$ cat config.mk
export PLATFORM = sky130hd
export DESIGN_NAME = ifs_score
export DESIGN_NICKNAME = d
export VERILOG_FILES = /design/src/sv/ifs_pkg.sv /design/src/sv/ifs_score.sv
export SDC_FILE = /design/constraint.sdc
export NUM_CORES = 2
export LEC_CHECK = 0
export BUFFER_PORTS_ARGS = -buffer_cell sky130_fd_sc_hd__buf_2
export CAP_MARGIN = 20
export CORE_MARGIN = 2
export CORE_UTILIZATION = 55
export DETAILED_ROUTE_END_ITERATION = 12
export GPL_TIMING_DRIVEN = 1
export PLACE_DENSITY = 0.84
export SYNTH_ARGS = -nofsm -noshare
export SYNTH_HDL_FRONTEND = slang
export SYNTH_SLANG_ARGS = --single-unit
export TNS_END_PERCENT = 20
$ cat constraint.sdc
create_clock -name i_clk -period 17.2 [get_ports i_clk]
set_input_delay 0.86 -clock i_clk [delete_from_list [all_inputs] [get_ports i_clk]]
set_output_delay 0.86 -clock i_clk [all_outputs]
set_load 0.02 [all_outputs]
$ cat src/sv/ifs_pkg.sv
`default_nettype none
// ----------------------------------------------------------------------------
// ifs_pkg: shared types and constants of the isolation forest scorer
// Holds the commands, the configuration register map and the 2^-x table.
// ----------------------------------------------------------------------------
package ifs_pkg;

    localparam int NODE_DEPTH_DEF   = 32768;
    localparam int MAX_TREES_DEF    = 64;
    localparam int MAX_FEATURES_DEF = 32;
    localparam int DEPTH_GUARD_DEF  = 16;

    localparam logic [1:0] CMD_NODE = 2'd0;
    localparam logic [1:0] CMD_ROOT = 2'd1;
    localparam logic [1:0] CMD_FEAT = 2'd2;
    localparam logic [1:0] CMD_RSVD = 2'd3;

    localparam logic [1:0] REG_TREE_COUNT = 2'd0;
    localparam logic [1:0] REG_NODE_COUNT = 2'd1;
    localparam logic [1:0] REG_FEAT_TOTAL = 2'd2;
    localparam logic [1:0] REG_PATH_SCALE = 2'd3;

    // one node record as read from the node memory
    typedef struct packed {
        logic [4:0]  feat;
        logic        leaf;
        logic [31:0] split;
        logic [14:0] left;
        logic [14:0] right;
        logic [23:0] adj;
    } t_node;

    // start and finish between the walker and the top level
    typedef struct packed {
        logic        start;
        logic        done;
        logic [34:0] sum;
    } t_walk_ctl;

    // floor of the square root, bit by bit
    function automatic logic [63:0] isqrt64(input logic [63:0] v_in);
        logic [63:0] v;
        logic [63:0] res;
        logic [63:0] b;
        v   = v_in;
        res = '0;
        b   = 64'd1 << 62;
        while (b > v) b = b >> 2;
        while (b != 0) begin
            if (v >= res + b) begin
                v   = v - (res + b);
                res = (res >> 1) + b;
            end else begin
                res = res >> 1;
            end
            b = b >> 2;
        end
        return res;
    endfunction

    // round(2^16 * 2^(-i/256)) for i = 0..255, 17 bits per entry, entry i at
    // bits [i*17 +: 17]; built from repeated square roots of one half
    function automatic logic [256*17-1:0] exp_table();
        logic [63:0]       f [8];
        logic [127:0]      p;
        logic [256*17-1:0] t;
        t    = '0;
        f[7] = isqrt64(64'h8000_0000 << 32);
        for (int k = 6; k >= 0; k--) f[k] = isqrt64(f[k + 1] << 32);
        for (int i = 0; i < 256; i++) begin
            p = 128'd1 << 32;
            for (int k = 7; k >= 0; k--)
                if (i[k]) p = (p * 128'(f[k]) + 128'h8000_0000) >> 32;
            t[i*17 +: 17] = 17'((p + 128'h8000) >> 16);
        end
        return t;
    endfunction

endpackage
`default_nettype wire

$ cat src/sv/ifs_score.sv
`default_nettype none
// ----------------------------------------------------------------------------
// ifs_score: exponent and score stage
// Scales the path sum, saturates the exponent and looks up 2^-e, registered
// after the multiplier and after the table.
// ----------------------------------------------------------------------------
module ifs_score (
    input  wire         i_clk,
    input  wire         i_rst_n,
    input  wire         i_go,
    input  wire  [34:0] i_sum,
    input  wire  [23:0] i_scale,
    output logic        o_valid,
    output logic [16:0] o_score,
    output logic [26:0] o_total
);
    localparam logic [256*17-1:0] EXP_TABLE = ifs_pkg::exp_table();

    // split the multiply into two partial products, registered in r_plo and then r_phi
    logic [1:0]  r_vld;
    logic [47:0] r_plo;
    logic [34:0] r_sum;
    logic [34:0] r_phi;

    logic [58:0] w_prod;
    logic [34:0] w_e;
    logic [23:0] w_es;
    logic [7:0]  w_ip;
    logic [16:0] w_rom;
    always_comb begin
        w_prod = 59'(r_plo) + {r_phi, 24'd0};
        w_e    = w_prod[58:24];
        w_es   = (w_e > 35'hFFFFFF) ? 24'hFFFFFF : w_e[23:0];
        w_ip   = w_es[23:16];
        w_rom  = EXP_TABLE[int'(w_es[15:8]) * 17 +: 17];
    end

    always_ff @(posedge i_clk) begin
        if (!i_rst_n) begin
            r_vld   <= '0;
            o_valid <= 1'b0;
        end else begin
            r_vld   <= {r_vld[0], i_go};
            o_valid <= r_vld[1];
        end
        if (i_go) begin
            r_plo <= 48'(i_sum[23:0]) * 48'(i_scale);
            r_sum <= i_sum;
        end
        if (r_vld[0]) r_phi <= 35'(r_sum[34:24]) * 35'(i_scale);
        if (r_vld[1]) begin
            o_score <= (w_ip >= 8'd17) ? 17'd0 : (w_rom >> w_ip);
            o_total <= (r_sum > 35'h7FFFFFF) ? 27'h7FFFFFF : r_sum[26:0];
        end
    end
endmodule
`default_nettype wire

==> flow_summary.yaml <==
synth:
  postSynth.asyncResetShare: 0
  synth-main-ff-cell: "sky130_fd_sc_hd__edfxtp_1"
  yosys_warnings: 0
  synth_edf_count: 138
  postSynthCellCount: 4260
  syn_area_per_cell_um2: 8.66
  synth.yosys.seq_area_share: 0.114
  post_synth_num_cell_types: 88
  synth.ff_latch_count: 141
  synth_nets: 5281
  synth.cell_area_um2: 36900
global_routing:
  grtUsageTotal: 0.338
  maximum_number_of_pins_on_one_net_before_global_route_repair: 71
  number_of_antenna_violations_at_the_first_check_in_global_routing: 2
  grt_pass1_wl_um: 182000
  via_count_of_the_first_global_routing_pass: 32900
  grt.overflow.total: 0
finish:
  final-seq-area_um2: 4210
  total_number_of_nets_in_the_final_design: 5180
  multi_input_area_um2: 29100
  final.fill_count: 5586
  post_route_cells_drive_above_1_share: 0.0623
  antenna_cells: 0
  area_growth_pct: 4.11
  layout.cells.most_common: "sky130_fd_sc_hd__nand2_1"
  final_cell_mix: "sky130_fd_sc_hd__nand2_1, sky130_fd_sc_hd__fa_1, sky130_fd_sc_hd__inv_1, sky130_fd_sc_hd__and2_1, sky130_fd_sc_hd__ha_1"
  fin_cells: 5036
min_path:
  hp-class: "reg2reg"
die:
  die-width_um: 263
  ios: 107
  placeable_core_region_um2: 66100
  initial_utilization: 0.558
  floorplan.rows: 94
  design.die.area_um2: 69200
  floorplan.die.height_um: 263
routing:
  dr_total_vias: 31400
  wl_per_cell_um: 22.9
  drtAntennaViolNets: 0
  drt_drc_violations_left: 0
  drtPass1Iterations: 6
  vias_per_cell: 6.24
  initialDrtViolationCount: 3904
  finalWirelength_um: 115000
setup_path:
  crit_path_max_incr_delay_ns: 0.63
  timing.critical_path.fanout_max: 35
  crit_top_cell: "sky130_fd_sc_hd__fa_1"
  critPathTopFamily: "adder cells"
  start_kind: "input pin"
  cp.arrival_ns: 9.26
  worstPathRequired_ns: 17.40
  setup.worst_path.end_class: "flip-flop"
  timing_worst_setup_path_type: "in2reg"
  cp_bufs_invs: 4
  timing.critical_path.slowest_stage_cell: "sky130_fd_sc_hd__buf_2"
sta:
  fin_skew_ns: 0.0134
  finalMaxSlewViolations: 0
  timing_worst_slew_pin_value_ns: 1.22
  finalWorstPathRequiredPeriod_ns: 9.06
  rsz0062_at_grt: "no"
  totalNegativeSetupSlack_ns: 0
  final_hold_viol_count: 0
  setup_violations: 0
  final_min_period_over_clock_period: 0.527
  max_clock_freq_ghz: 0.110
  maxSlewHeadroom: 0.178
clocking:
  cts.htree.levels: 4
  tritoncts_num_sinks: 141
  cts_post_setup_buffers_inserted: 0
  path_clk_slew_ns: 0.07
  cts_root_buf: "sky130_fd_sc_hd__clkbuf_16"
  cts_repair_resize_count: 0
  tritoncts.num_buffers: 17
  ctsLongestPathBuffers: 2
  clock_insertion_delay_worst_skew_ns: 0.46
  cts_hold_buffers: 0
  clock_tree_from_tritoncts: "done"
placed_design:
  portBuffers: 106
  last_weighted_congestion_value_of_the_routability_driven_placer: 1.02
  hpwlAfterDp_um: 85600
  numPlacedInstances: 5003
outcome:
  outcome: "finished clean"
flow_run:
  cap_violations: 0
==> logic make-up after synthesis <==
group	count (synthesis)	synth area share
simple gates	1483	0.186
fa+ha+maj	959	0.463
buf+inv	947	0.0986
compound gates	640	0.115
flops	141	0.114
xor+xnor	70	0.0166
mux	20	0.00611
==> registers in the layout, indices dropped and copies added, names as in the netlist <==
register and count:
o_score 17, o_total 27, o_valid 1, r_phi 35
r_plo 24, r_sum 35, r_vld 2
==> path summary, 6_finish.rpt <==
kind / start / slack, ns / cells past startpoint / end
worst min-delay path: r_sum[23] / 0.50 / 1 / o_total[23]
worst max-delay path: i_scale[12] / 8.14 / 29 / r_plo[47]
worst max register to register: r_plo[34] / 8.74 / 25 / o_score[5]
worst min register to register: r_sum[23] / 0.50 / 1 / o_total[23]
==> per-layer routing <==
metal,track usage,part of all wire
met4,0.165,0.054
met1,0.432,0.37
met2,0.531,0.45
met3,0.0942,0.12
met5,0,0.00014
==> Yosys cell counts (all sizes together) (12+ instances only) <==
cell | instances | area, µm²
clkbuf | 222 | 835
xnor2 | 49 | 429
xor2 | 21 | 184
ha | 280 | 3500
or2 | 33 | 206
buf | 54 | 283
o21ai | 138 | 691
nor4 | 16 | 100
nor3 | 62 | 315
or3 | 12 | 75.1
nand3 | 72 | 360
nand4 | 15 | 93.8
nor2 | 189 | 717
a21o | 31 | 233
and2 | 308 | 1930
a21oi | 176 | 885
inv | 671 | 2520
a211oi | 28 | 215
fa | 679 | 13600
o311ai | 14 | 123
o221ai | 13 | 114
a22oi | 12 | 90.1
nand2b | 14 | 87.6
nor2b | 13 | 81.3
a31oi | 39 | 250
o211ai | 28 | 215
o31ai | 14 | 105
a2111oi | 13 | 145
nand2 | 722 | 2710
a311oi | 12 | 105
edfxtp | 138 | 4140
a211o | 12 | 105
==> cell type report <==
| class | count | area share |
|---|---|---|
| multi-input combinational | 3172 | 0.758 |
| tap | 864 | 0.0281 |
| clock buffer | 18 | 0.0112 |
| inverter | 671 | 0.0656 |
| timing repair buffer | 156 | 0.0235 |
| sequential | 141 | 0.109 |
| clock inverter | 14 | 0.00401 |
==> worst reg2reg max path: cells and delay by family, from the launching register on <==
kind | cells | cell delay, ns
mux | 3 | 1.03
compound gates | 11 | 2.99
simple gates | 6 | 1.23
buf+inv | 3 | 0.93
fa+ha+maj | 2 | 1.59
flops | 1 | 0.44
==> metrics by stage <==
| stage | utilization | cell area (µm²) | worst slack (ns) | hold slack, ns |
|---|---|---|---|---|
| floorplan | - | 36900 | 8.87 | 0.482 |
| global placement | 0.572 | 37800 | 8.10 | 0.447 |
| detailed placement | 0.572 | 37800 | 7.85 | 0.486 |
| CTS | 0.581 | 38400 | 8.30 | 0.499 |
| global route | 0.581 | 38400 | 7.68 | 0.516 |
| finish | 0.581 | 38400 | 8.14 | 0.496 |
Power is not shown: default switching activity piles up to over one toggle a cycle in this logic, so the estimate is an artifact.
